`src/sv/text_line_number_and_escape_filter_macros.svh`:
```
`ifndef TEXT_LINE_NUMBER_AND_ESCAPE_FILTER_MACROS_SVH
`define TEXT_LINE_NUMBER_AND_ESCAPE_FILTER_MACROS_SVH

// property that must hold at every clock edge outside reset
`define TLF_ASSERT(label, prop, msg) \
  label: assert property (@(posedge clk) disable iff (rst) (prop)) else $error(msg);

// condition that must never be seen outside reset
`define TLF_NEVER(label, cond, msg) \
  label: assert property (@(posedge clk) disable iff (rst) !(cond)) else $error(msg);

`endif

```
`src/sv/tlf_pkg.sv`:
```
`timescale 1ns / 1ps

package tlf_pkg;

  localparam int NUMBER_DIGITS_DEF = 6;
  localparam int QUEUE_DEPTH       = 4;
  localparam int CFG_INDEX_W       = 3;
  localparam int CFG_DATA_W        = 8;

  typedef enum logic [CFG_INDEX_W-1:0] {
    REG_NUMBER_MODE      = 3'd0,
    REG_SQUEEZE_BLANK    = 3'd1,
    REG_SHOW_ENDS        = 3'd2,
    REG_SHOW_TABS        = 3'd3,
    REG_SHOW_NONPRINTING = 3'd4
  } reg_index_t;

  typedef enum logic [1:0] {
    NUM_OFF      = 2'd0,
    NUM_ALL      = 2'd1,
    NUM_NONBLANK = 2'd2,
    NUM_UNUSED   = 2'd3
  } number_mode_t;

  typedef enum logic [2:0] {
    ST_IDLE,
    ST_DIGIT,
    ST_TAB,
    ST_DOLLAR,
    ST_BODY
  } back_state_t;

  localparam logic [7:0] CH_TAB    = 8'h09;
  localparam logic [7:0] CH_NL     = 8'h0A;
  localparam logic [7:0] CH_SPACE  = 8'h20;
  localparam logic [7:0] CH_DOLLAR = 8'h24;
  localparam logic [7:0] CH_DASH   = 8'h2D;
  localparam logic [7:0] CH_ZERO   = 8'h30;
  localparam logic [7:0] CH_QUEST  = 8'h3F;
  localparam logic [7:0] CH_I      = 8'h49;
  localparam logic [7:0] CH_M      = 8'h4D;
  localparam logic [7:0] CH_CARET  = 8'h5E;
  localparam logic [7:0] CH_DEL    = 8'h7F;
  localparam logic [7:0] CTRL_OFS  = 8'd64;
  localparam logic [7:0] HIGH_OFS  = 8'd128;

  // one classified item as handed from front to back
  typedef struct packed {
    logic             has_num;
    logic             has_dollar;
    logic [1:0]       body_last;
    logic [3:0][7:0]  body;
  } job_t;

endpackage

```
`src/sv/tlf_front.sv`:
```
`timescale 1ns / 1ps

module tlf_front #(
  parameter int NUMBER_DIGITS = tlf_pkg::NUMBER_DIGITS_DEF
) (
  input  logic                          clk,
  input  logic                          rst,
  input  logic                          in_valid,
  output logic                          in_stall,
  input  logic [7:0]                    in_byte,
  input  logic                          file_start,
  input  logic                          cfg_valid,
  output logic                          cfg_ready,
  input  logic [tlf_pkg::CFG_INDEX_W-1:0] cfg_index,
  input  logic [tlf_pkg::CFG_DATA_W-1:0]  cfg_data,
  input  logic                          q_full,
  output logic                          q_push,
  output tlf_pkg::job_t                 q_job,
  output logic [4*NUMBER_DIGITS-1:0]    q_digits
);
  import tlf_pkg::*;

  localparam int CW = 4 * NUMBER_DIGITS;

  number_mode_t     number_mode;
  logic             squeeze_blank;
  logic             show_ends;
  logic             show_tabs;
  logic             show_nonprinting;

  logic [CW-1:0]    count;
  logic             prev_nl;
  logic [1:0]       blank_run;

  logic             accept;
  logic             eff_prev;
  logic [CW-1:0]    eff_count;
  logic [1:0]       eff_blank;
  logic             is_nl;
  logic [1:0]       blank_next;
  logic             squeezed;
  logic             numbered;
  logic             all_nine;
  logic             carry;
  logic [CW-1:0]    bumped;
  logic [CW-1:0]    count_next;

  assign cfg_ready = 1'b1;
  assign in_stall  = q_full;
  assign accept    = in_valid && !q_full;

  always_ff @(posedge clk) begin
    if (rst) begin
      number_mode      <= NUM_OFF;
      squeeze_blank    <= 1'b0;
      show_ends        <= 1'b0;
      show_tabs        <= 1'b0;
      show_nonprinting <= 1'b0;
    end else if (cfg_valid && cfg_ready) begin
      unique case (cfg_index)
        REG_NUMBER_MODE:      number_mode      <= number_mode_t'(cfg_data[1:0]);
        REG_SQUEEZE_BLANK:    squeeze_blank    <= cfg_data[0];
        REG_SHOW_ENDS:        show_ends        <= cfg_data[0];
        REG_SHOW_TABS:        show_tabs        <= cfg_data[0];
        REG_SHOW_NONPRINTING: show_nonprinting <= cfg_data[0];
        default: ;
      endcase
    end
  end

  always_comb begin
    eff_prev  = file_start || prev_nl;
    eff_count = file_start ? '0 : count;
    eff_blank = file_start ? 2'd0 : blank_run;
    is_nl     = (in_byte == CH_NL);

    if (is_nl && eff_prev) begin
      blank_next = (eff_blank == 2'd3) ? 2'd3 : eff_blank + 2'd1;
    end else begin
      blank_next = 2'd0;
    end
    squeezed = squeeze_blank && (blank_next > 2'd1);
    numbered = eff_prev && ((number_mode == NUM_ALL) ||
                            (number_mode == NUM_NONBLANK && !is_nl));

    // decimal increment, least significant digit in the low nibble
    all_nine = 1'b1;
    carry    = 1'b1;
    bumped   = eff_count;
    for (int i = 0; i < NUMBER_DIGITS; i++) begin
      if (eff_count[4*i +: 4] != 4'd9) all_nine = 1'b0;
      if (carry) begin
        if (eff_count[4*i +: 4] >= 4'd9) begin
          bumped[4*i +: 4] = 4'd0;
        end else begin
          bumped[4*i +: 4] = eff_count[4*i +: 4] + 4'd1;
          carry = 1'b0;
        end
      end
    end
    // saturate at all nines
    if (all_nine) bumped = eff_count;
    count_next = (numbered && !squeezed) ? bumped : eff_count;

    q_job            = '0;
    q_job.has_num    = numbered;
    q_job.has_dollar = show_ends && is_nl;
    q_job.body[0]    = in_byte;
    q_job.body_last  = 2'd0;
    if (show_tabs && in_byte == CH_TAB) begin
      q_job.body[0]   = CH_CARET;
      q_job.body[1]   = CH_I;
      q_job.body_last = 2'd1;
    end else if (show_nonprinting &&
                 (in_byte <= 8'd8 || (in_byte >= 8'd11 && in_byte <= 8'd31))) begin
      q_job.body[0]   = CH_CARET;
      q_job.body[1]   = in_byte + CTRL_OFS;
      q_job.body_last = 2'd1;
    end else if (show_nonprinting && in_byte == CH_DEL) begin
      q_job.body[0]   = CH_CARET;
      q_job.body[1]   = CH_QUEST;
      q_job.body_last = 2'd1;
    end else if (show_nonprinting && in_byte >= 8'd128 && in_byte <= 8'd159) begin
      q_job.body[0]   = CH_M;
      q_job.body[1]   = CH_DASH;
      q_job.body[2]   = CH_CARET;
      q_job.body[3]   = in_byte - CTRL_OFS;
      q_job.body_last = 2'd3;
    end else if (show_nonprinting && in_byte >= 8'd160 && in_byte <= 8'd254) begin
      q_job.body[0]   = CH_M;
      q_job.body[1]   = CH_DASH;
      q_job.body[2]   = in_byte - HIGH_OFS;
      q_job.body_last = 2'd2;
    end
  end

  assign q_push   = accept && !squeezed;
  assign q_digits = count_next;

  always_ff @(posedge clk) begin
    if (rst) begin
      count     <= '0;
      prev_nl   <= 1'b1;
      blank_run <= 2'd0;
    end else if (accept) begin
      count     <= count_next;
      prev_nl   <= is_nl;
      blank_run <= blank_next;
    end
  end

endmodule

```
`src/sv/tlf_queue.sv`:
```
`timescale 1ns / 1ps

`include "text_line_number_and_escape_filter_macros.svh"

module tlf_queue #(
  parameter int WIDTH = 8,
  parameter int DEPTH = tlf_pkg::QUEUE_DEPTH
) (
  input  logic             clk,
  input  logic             rst,
  input  logic             push,
  input  logic [WIDTH-1:0] push_data,
  output logic             full,
  input  logic             pop,
  output logic             not_empty,
  output logic [WIDTH-1:0] pop_data
);
  import tlf_pkg::*;

  localparam int PW = (DEPTH > 1) ? $clog2(DEPTH) : 1;
  localparam int NW = $clog2(DEPTH + 1);

  logic [WIDTH-1:0] entries [DEPTH];
  logic [PW-1:0]    wr_ptr;
  logic [PW-1:0]    rd_ptr;
  logic [NW-1:0]    fill;

  assign full      = (fill == NW'(DEPTH));
  assign not_empty = (fill != '0);
  assign pop_data  = entries[rd_ptr];

  always_ff @(posedge clk) begin
    if (push) entries[wr_ptr] <= push_data;
  end

  always_ff @(posedge clk) begin
    if (rst) begin
      wr_ptr <= '0;
      rd_ptr <= '0;
      fill   <= '0;
    end else begin
      if (push) wr_ptr <= (wr_ptr == PW'(DEPTH - 1)) ? '0 : wr_ptr + 1'b1;
      if (pop)  rd_ptr <= (rd_ptr == PW'(DEPTH - 1)) ? '0 : rd_ptr + 1'b1;
      if (push && !pop)      fill <= fill + 1'b1;
      else if (pop && !push) fill <= fill - 1'b1;
    end
  end

  `TLF_NEVER(a_push_full, push && full, "item pushed into full queue")
  `TLF_NEVER(a_pop_empty, pop && !not_empty, "pop from empty queue")
  `TLF_ASSERT(a_fill_range, fill <= NW'(DEPTH), "queue fill beyond depth")
  `TLF_ASSERT(a_fill_grow, push && !pop |=> fill == $past(fill) + 1'b1,
              "queue fill did not grow on push")

endmodule

```
`src/sv/tlf_back.sv`:
```
`timescale 1ns / 1ps

`include "text_line_number_and_escape_filter_macros.svh"

module tlf_back #(
  parameter int NUMBER_DIGITS = tlf_pkg::NUMBER_DIGITS_DEF
) (
  input  logic                       clk,
  input  logic                       rst,
  input  logic                       q_valid,
  input  tlf_pkg::job_t              q_job,
  input  logic [4*NUMBER_DIGITS-1:0] q_digits,
  output logic                       q_pop,
  output logic                       out_valid,
  input  logic                       out_stall,
  output logic [7:0]                 out_byte,
  output logic                       last_of_run
);
  import tlf_pkg::*;

  localparam int CW = 4 * NUMBER_DIGITS;
  localparam int IW = ($clog2(NUMBER_DIGITS) > 2) ? $clog2(NUMBER_DIGITS) : 2;

  back_state_t      state;
  back_state_t      state_next;
  logic [IW-1:0]    idx;
  logic [IW-1:0]    idx_next;
  logic             lead;
  logic             lead_next;
  job_t             job;
  logic [CW-1:0]    digits;

  logic             emit;
  logic             emit_last;
  logic [3:0]       digit;
  logic             lead_now;
  logic [7:0]       cur_byte;
  logic             cur_last;

  assign emit      = (state != ST_IDLE) && (!out_valid || !out_stall);
  assign cur_last  = (state == ST_BODY) && (idx[1:0] == job.body_last);
  assign emit_last = emit && cur_last;
  assign q_pop     = q_valid && ((state == ST_IDLE) || emit_last);

  assign digit    = digits[4*idx +: 4];
  // leading zeros print as spaces, the units digit always prints
  assign lead_now = lead && (digit == 4'd0) && (idx != '0);

  always_ff @(posedge clk) begin
    if (rst) begin
      state <= ST_IDLE;
    end else begin
      state <= state_next;
    end
  end

  always_ff @(posedge clk) begin
    idx  <= idx_next;
    lead <= lead_next;
    if (q_pop) begin
      job    <= q_job;
      digits <= q_digits;
    end
  end

  always_comb begin
    state_next = state;
    idx_next   = idx;
    lead_next  = lead;
    cur_byte   = job.body[idx[1:0]];
    unique case (state)
      ST_IDLE: begin
        cur_byte = CH_SPACE;
      end
      ST_DIGIT: begin
        cur_byte = lead_now ? CH_SPACE : CH_ZERO + {4'd0, digit};
        if (emit) begin
          lead_next = lead_now;
          if (idx == '0) state_next = ST_TAB;
          else           idx_next   = idx - 1'b1;
        end
      end
      ST_TAB: begin
        cur_byte = CH_TAB;
        if (emit) begin
          state_next = job.has_dollar ? ST_DOLLAR : ST_BODY;
          idx_next   = '0;
        end
      end
      ST_DOLLAR: begin
        cur_byte = CH_DOLLAR;
        if (emit) begin
          state_next = ST_BODY;
          idx_next   = '0;
        end
      end
      ST_BODY: begin
        if (emit) begin
          if (cur_last) state_next = ST_IDLE;
          else          idx_next   = idx + 1'b1;
        end
      end
      default: begin
        state_next = ST_IDLE;
      end
    endcase

    if (q_pop) begin
      lead_next = 1'b1;
      if (q_job.has_num) begin
        state_next = ST_DIGIT;
        idx_next   = IW'(NUMBER_DIGITS - 1);
      end else begin
        state_next = q_job.has_dollar ? ST_DOLLAR : ST_BODY;
        idx_next   = '0;
      end
    end
  end

  // output register parts the serialiser from the consumer
  always_ff @(posedge clk) begin
    if (rst) begin
      out_valid <= 1'b0;
    end else if (emit) begin
      out_valid <= 1'b1;
    end else if (!out_stall) begin
      out_valid <= 1'b0;
    end
  end

  always_ff @(posedge clk) begin
    if (emit) begin
      out_byte    <= cur_byte;
      last_of_run <= cur_last;
    end
  end

  `TLF_ASSERT(a_pop_gap, q_pop |-> (state == ST_IDLE) || emit_last,
              "job taken while previous item still emitting")
  `TLF_ASSERT(a_digit_order, emit && state == ST_DIGIT |=>
              (state == ST_DIGIT) || (state == ST_TAB),
              "number digits not followed by tab")
  `TLF_ASSERT(a_tab_next, emit && state == ST_TAB |=>
              (state == ST_DOLLAR) || (state == ST_BODY),
              "line number tab not followed by item body")
  `TLF_NEVER(a_idle_emit, state == ST_IDLE && emit, "byte emitted with no job")

endmodule

```
`src/sv/text_line_number_and_escape_filter.sv`:
```
`timescale 1ns / 1ps

// Text filter for line numbering, blank-line squeezing and visible control bytes: one
// input byte per item, one output byte per result item, last_of_run marking the final
// byte of an item. The front accepts one item per cycle while its four-entry queue has
// room, updating line count and blank-line state at once; the back emits one byte per
// cycle from an output register while out_stall lets it, and an item makes 1 byte for a
// plain byte, up to NUMBER_DIGITS + 5 for a numbered line start whose first byte takes a
// four-byte M-^ escape, and none for a squeezed blank line.
// Configuration is taken on any cycle (cfg_ready is always high).
module text_line_number_and_escape_filter #(
  parameter int NUMBER_DIGITS = tlf_pkg::NUMBER_DIGITS_DEF
) (
  input  logic                            clk,
  input  logic                            rst,
  input  logic                            in_valid,
  output logic                            in_stall,
  input  logic [7:0]                      in_byte,
  input  logic                            file_start,
  output logic                            out_valid,
  input  logic                            out_stall,
  output logic [7:0]                      out_byte,
  output logic                            last_of_run,
  input  logic                            cfg_valid,
  output logic                            cfg_ready,
  input  logic [tlf_pkg::CFG_INDEX_W-1:0] cfg_index,
  input  logic [tlf_pkg::CFG_DATA_W-1:0]  cfg_data
);
  import tlf_pkg::*;

  localparam int CW = 4 * NUMBER_DIGITS;
  localparam int QW = $bits(job_t) + CW;

  logic             q_full;
  logic             q_push;
  job_t             push_job;
  logic [CW-1:0]    push_digits;
  logic             q_pop;
  logic             q_not_empty;
  logic [QW-1:0]    pop_data;
  job_t             pop_job;
  logic [CW-1:0]    pop_digits;

  tlf_front #(.NUMBER_DIGITS(NUMBER_DIGITS)) u_front (
    .clk        (clk),
    .rst        (rst),
    .in_valid   (in_valid),
    .in_stall   (in_stall),
    .in_byte    (in_byte),
    .file_start (file_start),
    .cfg_valid  (cfg_valid),
    .cfg_ready  (cfg_ready),
    .cfg_index  (cfg_index),
    .cfg_data   (cfg_data),
    .q_full     (q_full),
    .q_push     (q_push),
    .q_job      (push_job),
    .q_digits   (push_digits)
  );

  tlf_queue #(.WIDTH(QW), .DEPTH(QUEUE_DEPTH)) u_queue (
    .clk       (clk),
    .rst       (rst),
    .push      (q_push),
    .push_data ({push_job, push_digits}),
    .full      (q_full),
    .pop       (q_pop),
    .not_empty (q_not_empty),
    .pop_data  (pop_data)
  );

  assign pop_job    = job_t'(pop_data[QW-1:CW]);
  assign pop_digits = pop_data[CW-1:0];

  tlf_back #(.NUMBER_DIGITS(NUMBER_DIGITS)) u_back (
    .clk         (clk),
    .rst         (rst),
    .q_valid     (q_not_empty),
    .q_job       (pop_job),
    .q_digits    (pop_digits),
    .q_pop       (q_pop),
    .out_valid   (out_valid),
    .out_stall   (out_stall),
    .out_byte    (out_byte),
    .last_of_run (last_of_run)
  );

endmodule

```
`config.mk`:
```
export PLATFORM = sky130hd
export DESIGN_NAME = text_line_number_and_escape_filter
export DESIGN_NICKNAME = d
export VERILOG_FILES = /design/src/sv/tlf_pkg.sv /design/src/sv/tlf_front.sv /design/src/sv/tlf_queue.sv /design/src/sv/tlf_back.sv /design/src/sv/text_line_number_and_escape_filter.sv
export VERILOG_INCLUDE_DIRS = /design/src /design/src/sv
export SDC_FILE = /design/constraint.sdc
export NUM_CORES = 1
export LEC_CHECK = 0
export ABC_AREA = 0
export BUFFER_PORTS_ARGS = -buffer_cell sky130_fd_sc_hd__buf_2
export CORE_MARGIN = 5
export CORE_UTILIZATION = 34
export DETAILED_ROUTE_END_ITERATION = 8
export GPL_ROUTABILITY_DRIVEN = 1
export SYNTH_ARGS = -nofsm -noshare
export SYNTH_HDL_FRONTEND = slang
export SYNTH_SLANG_ARGS = --single-unit
```
`constraint.sdc`:
```
create_clock -name clk -period 4.65 [get_ports clk]
set_clock_uncertainty 0.05 [all_clocks]
set_input_delay 0.465 -clock clk [delete_from_list [all_inputs] [get_ports clk]]
set_output_delay 0.465 -clock clk [all_outputs]
set_load 0.1 [all_outputs]
```
==> flow_summary.toml, run 1 <==
[synth]
synthCells = 976
synth_flop_cell = "edfxtp_1"
synth_top_area_frac = 0.6180
ys_seq_area_frac = 0.6803
synthArstFlopShare = 0
synth_area_sq_mm = 0.01511
yosysWarnings = 0
yosysTopAreaCell = "edfxtp_1"
synth_edf_count = 311
syn_area_per_cell_sq_um = 15.48
ys_ff_latch = 358
yosys-top-cells-area = "edfxtp_1 62%, mux4_2 11%, dfxtp_1 6.2%"
synthDistinctLibCells = 71
synth.net_count = 1029

[final_layout]
fin_cells = 1637
antenna_cells = 0
nets = 1072
num-fill-cells = 4124
drive_gt1_frac = 0.1809
area_delta_synth_final_pct = 14.39

[worst_setup_path]
rr_worst_depth = 9
path_common_cell = "inv_1"
cp_max_fo = 10
critPathRequiredTime_ns = 4.79
cp_cell_sequence = "inv_1, nor2_1, inv_1, ha_1, nor2b_1, a21oi_2, nand4_1, nor4_2, o21ai_0"
rrSetupSlack_ns = 1.28
crit_path_end_kind = "flop"
crit_slowest_cell = "nor4_2"
slowest_delay_ns = 0.79
critPathLaunchType = "flop"
timing.rr.start = "u_front.count[1]"
path_buf_inv = 2
r2r-end = "u_queue.entries[1][20]"
crit_type = "flop to flop"
arrival_ns = 3.52
crit_family = "simple AND/OR/NAND/NOR gates"

[sta]
worst_pin_slew_ns = 0.9191
slew_viol_final = 0
hold_violations = 0
period_share = 0.7249
final.setup.tns_ns = 0
min_period_ns = 3.371
grt_setup_unrepaired = "false"
fmax_mhz = 296.7
layout_setup_ws_ns = 1.279
setup_viol = 0
relSlewSlack = 0.3872

[die]
start_util = 0.3425
rows = 77
dieArea_sq_mm = 0.04876
fp.dieW_microns = 220.8
die_h_microns = 220.8
core-area_sq_mm = 0.04412
ioPinCount = 37

[min_path]
hp-start = "cfg_data[1]"
hp-class = "input port to flop"
hold_path_depth = 3
worstHoldEndpoint = "u_front.number_mode[1]"

[grt]
grt_max_degree = 52
overflow = 0
grt_use_met2 = 0.1999
use_met1 = 0.1848
grt_pass1_vias = 8643
antenna_found_initial = 0
track_usage = 0.1282
grt_first_pass_wirelength_microns = 49980
grt_use_met3 = 0.02372
grt-busiest-layer = "met2"

[place]
pre_cts_ws_ns = 0.8031
dp_hpwl_microns = 20260
place_inst = 1570
gp_congestion = 0.8216
portBuffers = 29

[clocking]
cts_resized = 0
ctsHoldBuffers = 0
clock-sinks = 358
clockBufferDepth = 3
clock_latency_ns = 0.53
post_cts.repair.setup_buffers = 0
cts_tree = "yes"
cts.clk_slew.worst_paths_ns = 0.06
numCtsBuffers = 39
cts-root-buf = "clkbuf_16"
htree_levels = 2

[route]
first_iter_violations = 630
num_vias = 8482
routedWlPerCell_microns = 19.34
post_drt_via_cell_ratio = 5.181
ant_nets = 0
drtPass1Iterations = 5
routed_wl_microns = 31660
drc = 0

[pwr]
pwr-share-seq = 0.460
power_frac_comb = 0.233
p_switching_w = 0.002918
internal-power_w = 0.007004
swShare = 0.2941
leakagePower_nw = 5.622
power_density_mw_per_mm2 = 574.0
clockPowerShare = 0.306
ir_worst_vdd_v = 0.0004162

[job]
max_cap_violations = 0

[run_status]
status = "completed"
-- cell type report --
type | instances | area [sq um] | share of cell area
timing repair buffer | 49 | 370.4 | 0.02143
tap | 592 | 740.7 | 0.04285
inverter | 35 | 131.4 | 0.007600
sequential | 358 | 10280 | 0.5950
multi-input combinational | 536 | 4512 | 0.2610
clock inverter | 15 | 201.4 | 0.01165
clock buffer | 52 | 1045 | 0.06044
-- cells in the final DEF (no fill, tap or decap), types with 5 or more instances in the layout --
master     count
and3_1         7
and2_1        13
a31oi_1        7
nor2b_1       12
nand2_1       66
nand2b_1      16
buf_2         29
or3_1          7
buf_4         14
a21o_1         6
nand4_1        6
nor3b_1        5
mux2i_1       14
nor4bb_1       5
inv_1         33
dfxtp_1       45
bufinv_16      5
o211ai_1       5
clkinv_1       6
clkbuf_1      11
xnor2_1        5
nor3_1        22
edfxtp_1     311
nand3_1       24
nor2_1        59
mux4_2        72
o22ai_1        7
buf_12         6
o21ai_0       33
a21oi_1       38
clkbuf_16     39
ha_1          26
-- synth_stat cells (3+ instances only) --
master	count
edfxtp_1	311
mux4_2	72
nand2_1	66
nor2_1	59
dfxtp_1	47
a21oi_1	38
inv_1	34
o21ai_0	33
clkbuf_1	30
ha_1	26
nand3_1	24
nor3_1	22
and2_1	17
nand2b_1	16
mux2i_1	14
nor2b_1	12
buf_1	11
a31oi_1	7
and3_1	7
o22ai_1	7
or3_1	7
a21o_1	6
nand4_1	6
nor3b_1	5
nor4bb_1	5
o211ai_1	5
xnor2_1	5
a211oi_1	4
buf_2	4
nand4b_1	4
nor4_1	4
o21a_1	4
o21ai_1	4
o31a_1	4
and4_1	3
o31ai_1	3
o32ai_1	3
o41a_1	3
or4_1	3
xor2_1	3
-- state kept, by name (all words and copies together), names as in the netlist, 2 cells and up, named ones only --
| register | flops |
|---|---|
| u_queue.entries | 240 |
| u_back.job | 35 |
| u_back.digits | 24 |
| u_front.count | 24 |
| u_back.out_byte | 8 |
| u_back.idx | 3 |
| u_back.state | 3 |
| u_queue.fill | 3 |
| u_front.blank_run | 2 |
| u_front.number_mode | 2 |
| u_queue.rd_ptr | 2 |
| u_queue.wr_ptr | 2 |
-- per-layer routing --
metal / wire length (microns) / share of wire
met5: 0 / 0
met4: 633 / 0.020
met3: 1508 / 0.048
met2: 14470 / 0.46
met1: 15050 / 0.48
-- power groups by stage --
stage / clock (W) / combinational (W) / sequential [W]
floorplan: 0 / 0.00149 / 0.00479
global placement: 0 / 0.00234 / 0.00462
detailed placement: 0 / 0.00236 / 0.00465
CTS: 0.00311 / 0.00236 / 0.00458
global route: 0.00325 / 0.00250 / 0.00464
finish: 0.00304 / 0.00232 / 0.00457
-- cells by family (layout without fill, tap and decap cells) --
family	after synthesis	after routing	share of synthesized area
xor gates and xnor gates	8	8	0.004637
and+or+nand+nor	268	268	0.09042
DFF	358	358	0.6803
other	1	1	0.0002482
muxes	86	86	0.1166
AOI/OAI and AO/OA	145	145	0.06219
buffers and inverters	82	151	0.02145
adders and majority gates	28	28	0.02418
-- stage by stage --
| stage | hold WS (ns) | utilization | total power (W) | area, sq um |
|---|---|---|---|---|
| after detailed placement | 0.4127 | 0.3635 | 0.007004 | 16040 |
| after floorplan | 0.3899 | - | 0.006277 | 15110 |
| after global placement | 0.4029 | 0.3635 | 0.006964 | 16040 |
| final | 0.1287 | 0.3917 | 0.009922 | 17290 |
| after global routing | 0.1325 | 0.3917 | 0.01038 | 17290 |
| after CTS | 0.09593 | 0.3917 | 0.01005 | 17290 |
-- tightest hold or removal path: cells and delay by family --
family	cells	cell delay (ns)
and+or+nand+nor	1	0.07
muxes	1	0.05
buffers and inverters	1	0.07
-- how the worst max path moves through the flow --
stage,startpoint,end,slack [ns],depth (start not counted)
floorplan,u_queue.fill[0],u_queue.entries[0][0],0.01,5
global placement,file_start,u_queue.entries[0][20],0.86,9
detailed placement,file_start,u_queue.entries[1][20],0.80,9
CTS,u_front.count[1],u_queue.entries[1][20],1.30,9
global route,u_front.count[1],u_queue.entries[2][20],0.93,9
finish,u_front.count[1],u_queue.entries[1][20],1.28,9
(Power assumes the default switching activity.)
==> run 2: changes to the inputs <==
--- a/config.mk
+++ b/config.mk
@@ -6,7 +6,7 @@
 export SDC_FILE = /design/constraint.sdc
 export NUM_CORES = 1
 export LEC_CHECK = 0
-export ABC_AREA = 0
+export ABC_AREA = 1
 export BUFFER_PORTS_ARGS = -buffer_cell sky130_fd_sc_hd__buf_2
 export CORE_MARGIN = 5
 export CORE_UTILIZATION = 34
==> constraint.sdc (replaced) <==
create_clock -name clk -period 3.5 [get_ports clk]
set_clock_uncertainty 0.05 [all_clocks]
set_input_delay 0.35 -clock clk [delete_from_list [all_inputs] [get_ports clk]]
set_output_delay 0.35 -clock clk [all_outputs]
set_load 0.1 [all_outputs]
==> flow_summary.toml, run 2 <==
[grt]
grt_pass1_vias = 10190
antenna_found_initial = 0
grt_first_pass_wirelength_microns = 56490
grt_max_degree = 65
overflow = 0
track_usage = 0.1411

[worst_setup_path]
slowest_delay_ns = 0.47
crit_family = "adder cells"
crit_type = "flop to flop"
crit_slowest_cell = "dfxtp_1"
crit_path_end_kind = "flop"
cp_cell_sequence = "inv_1, nand2_1, o21ai_1, nand2_2, ha_1, inv_1, fa_1, a21oi_1, o21ai_0, o21ai_0, a21oi_1"
critPathLaunchType = "flop"
path_buf_inv = 2
arrival_ns = 2.99
cp_max_fo = 9
critPathRequiredTime_ns = 3.87

[synth]
synth.most_common_cell = "edfxtp_1"
yosysTopAreaCell = "edfxtp_1"
synth_area_sq_mm = 0.01577
yosys-top-cells-area = "edfxtp_1 59%, dfxtp_1 6.0%, o21ai_0 5.8%"
synth_fa_ha_area_frac = 0.02317
synth_edf_count = 311
ys_ff_latch = 358
synth-compound-area-share = 0.1247
synth_top_area_frac = 0.5923
synth.net_count = 1494
synthXorXnorAreaFrac = 0.006110
synth_top_family_by_area = "simple AND/OR/NAND/NOR gates"
synthMuxAreaShare = 0
yosysWarnings = 0
synth_common_cells = "311 x edfxtp_1, 218 x nor2_1, 182 x o21ai_0, 141 x nand2_1, 123 x inv_1"
synthDistinctLibCells = 57
synthArstFlopShare = 0
synthCells = 1441
synth_flop_cell = "edfxtp_1"
ys_seq_area_frac = 0.6520
syn_area_per_cell_sq_um = 10.94
synth-simple-area-share = 0.1416

[route]
ant_nets = 0
routed_wl_microns = 36160
routedWlPerCell_microns = 17.16
drtPass1Iterations = 5
drc = 0
wl_met2_microns = 16070
post_drt_via_cell_ratio = 4.983
routedLengthMet1_microns = 17040
highest_layer = "met4"
num_vias = 10500
first_iter_violations = 838
dr_wl_met3_microns = 2292

[pwr]
power_w = 0.01423
swShare = 0.3520
power_frac_comb = 0.292
ir_worst_vdd_v = 0.0006622
pwr-share-seq = 0.433
power_density_mw_per_mm2 = 795.7
clockPowerShare = 0.275
p_switching_w = 0.005009
internal-power_w = 0.009219
leakagePower_nw = 6.731

[final_layout]
antenna_cells = 0
stdcell_area_sq_mm = 0.01788
fin_cells = 2107
largestRegisters = "u_queue.entries x240, u_back.job x35"
drive_gt1_frac = 0.1233
layout_commonest_cell = "edfxtp_1"
layout_common_cells = "311 x edfxtp_1, 214 x nor2_1, 181 x o21ai_0, 141 x nand2_1, 121 x inv_1"
largest_reg_flops = 240
largest-register = "u_queue.entries"
area_delta_synth_final_pct = 13.41
fin_util = 0.3866
nets = 1523

[die]
fp.dieW_microns = 225.4
ioPinCount = 37
dieArea_sq_mm = 0.05078
rows = 79
die_h_microns = 225.4
core-area_sq_mm = 0.04626
start_util = 0.3409

[sta]
hold_violations = 0
min_period_ns = 2.615
grt_setup_unrepaired = "false"
setup_viol = 0
slew_viol_final = 0
relSlewSlack = 0.4662
worst_pin_slew_ns = 0.7999
period_share = 0.7471
layout_setup_ws_ns = 0.8852
fmax_mhz = 382.4

[clocking]
cts.clk_slew.worst_paths_ns = 0.06
cts-root-buf = "clkbuf_16"
clockBufferDepth = 3
ctsHoldBuffers = 0
post_cts.repair.setup_buffers = 0
cts_resized = 0
htree_levels = 2
clock-sinks = 358
numCtsBuffers = 39
clock_latency_ns = 0.56
cts_tree = "yes"

[job]
max_cap_violations = 0

[run_status]
status = "completed"

[place]
place_inst = 2036
place_area_sq_mm = 0.01665
gp_congestion = 0.8727
portBuffers = 29
dp_hpwl_microns = 22180
pre_cts_ws_ns = 0.6315

[min_path]
hp-class = "input port to flop"
-- run 2: cell count changes in the layout (fill, tap and decap cells not counted), moves of 16 or more --
| cell | change |
|---|---|
| o22ai_1 | +53 |
| nand2b_1 | -16 |
| mux4_2 | -72 |
| nand2_1 | +75 |
| nand3_1 | +24 |
| inv_1 | +88 |
| o21ai_0 | +148 |
| nor2_1 | +155 |
-- run 2: per-layer routing --
| metal | up-vias | GRT usage |
|---|---|---|
| met5 | - | 0 |
| met4 | 0 | 0.03749 |
| met3 | 54 | 0.02944 |
| met2 | 283 | 0.2205 |
| met1 | 5034 | 0.2014 |
| li1 | 5129 | - |
-- run 2: final cells by class --
cell class / count / area [sq um]
Fill cell: 4472 / 28380
Sequential cell: 358 / 10280
Multi-Input combinational cell: 882 / 4698
Clock buffer: 53 / 1049
Tap cell: 607 / 759.5
Inverter: 136 / 523.0
Timing Repair Buffer: 53 / 387.9
Clock inverter: 18 / 180.2
-- run 2: worst paths after layout --
kind / startpoint / end / slack, ns / cells past startpoint
setup reg to reg: u_back.state[2] / u_queue.fill[2] / 0.89 / 11
hold reg to reg: u_front.show_ends / u_front.show_ends / 0.41 / 2
setup / recovery: u_back.state[2] / u_queue.fill[2] / 0.89 / 11
hold / removal: cfg_data[0] / u_front.squeeze_blank / 0.04 / 3
-- run 2: worst min-delay path, stage by stage --
cell and delay, ns:
buf_2 0.13, inv_1 0.05, a21oi_1 0.05
-- run 2: per-stage QoR --
step | TNS [ns] | hold WS, ns
after global placement | 0 | 0.3986
after CTS | 0 | 0.009797
final | 0 | 0.04434
after detailed placement | 0 | 0.3990
after global routing | 0 | 0.05107
after floorplan | -156.71 | 0.3801
-- run 2: cell families (layout without fill, tap and decap cells) --
family                     Yosys count  in the layout
AOI/OAI and AO/OA                  352            352
xor gates and xnor gates            11             11
adders and majority gates           28             28
buffers and inverters              201            260
DFF                                358            358
other                                1              1
and+or+nand+nor                    490            490
-- run 2: power by group through the flow --
stage	combinational, W	sequential [W]	clock, W
after detailed placement	0.00419	0.00625	0
after global placement	0.00412	0.00623	0
after floorplan	0.00251	0.00657	0
final	0.00416	0.00616	0.00391
after CTS	0.00420	0.00617	0.00402
after global routing	0.00461	0.00623	0.00420
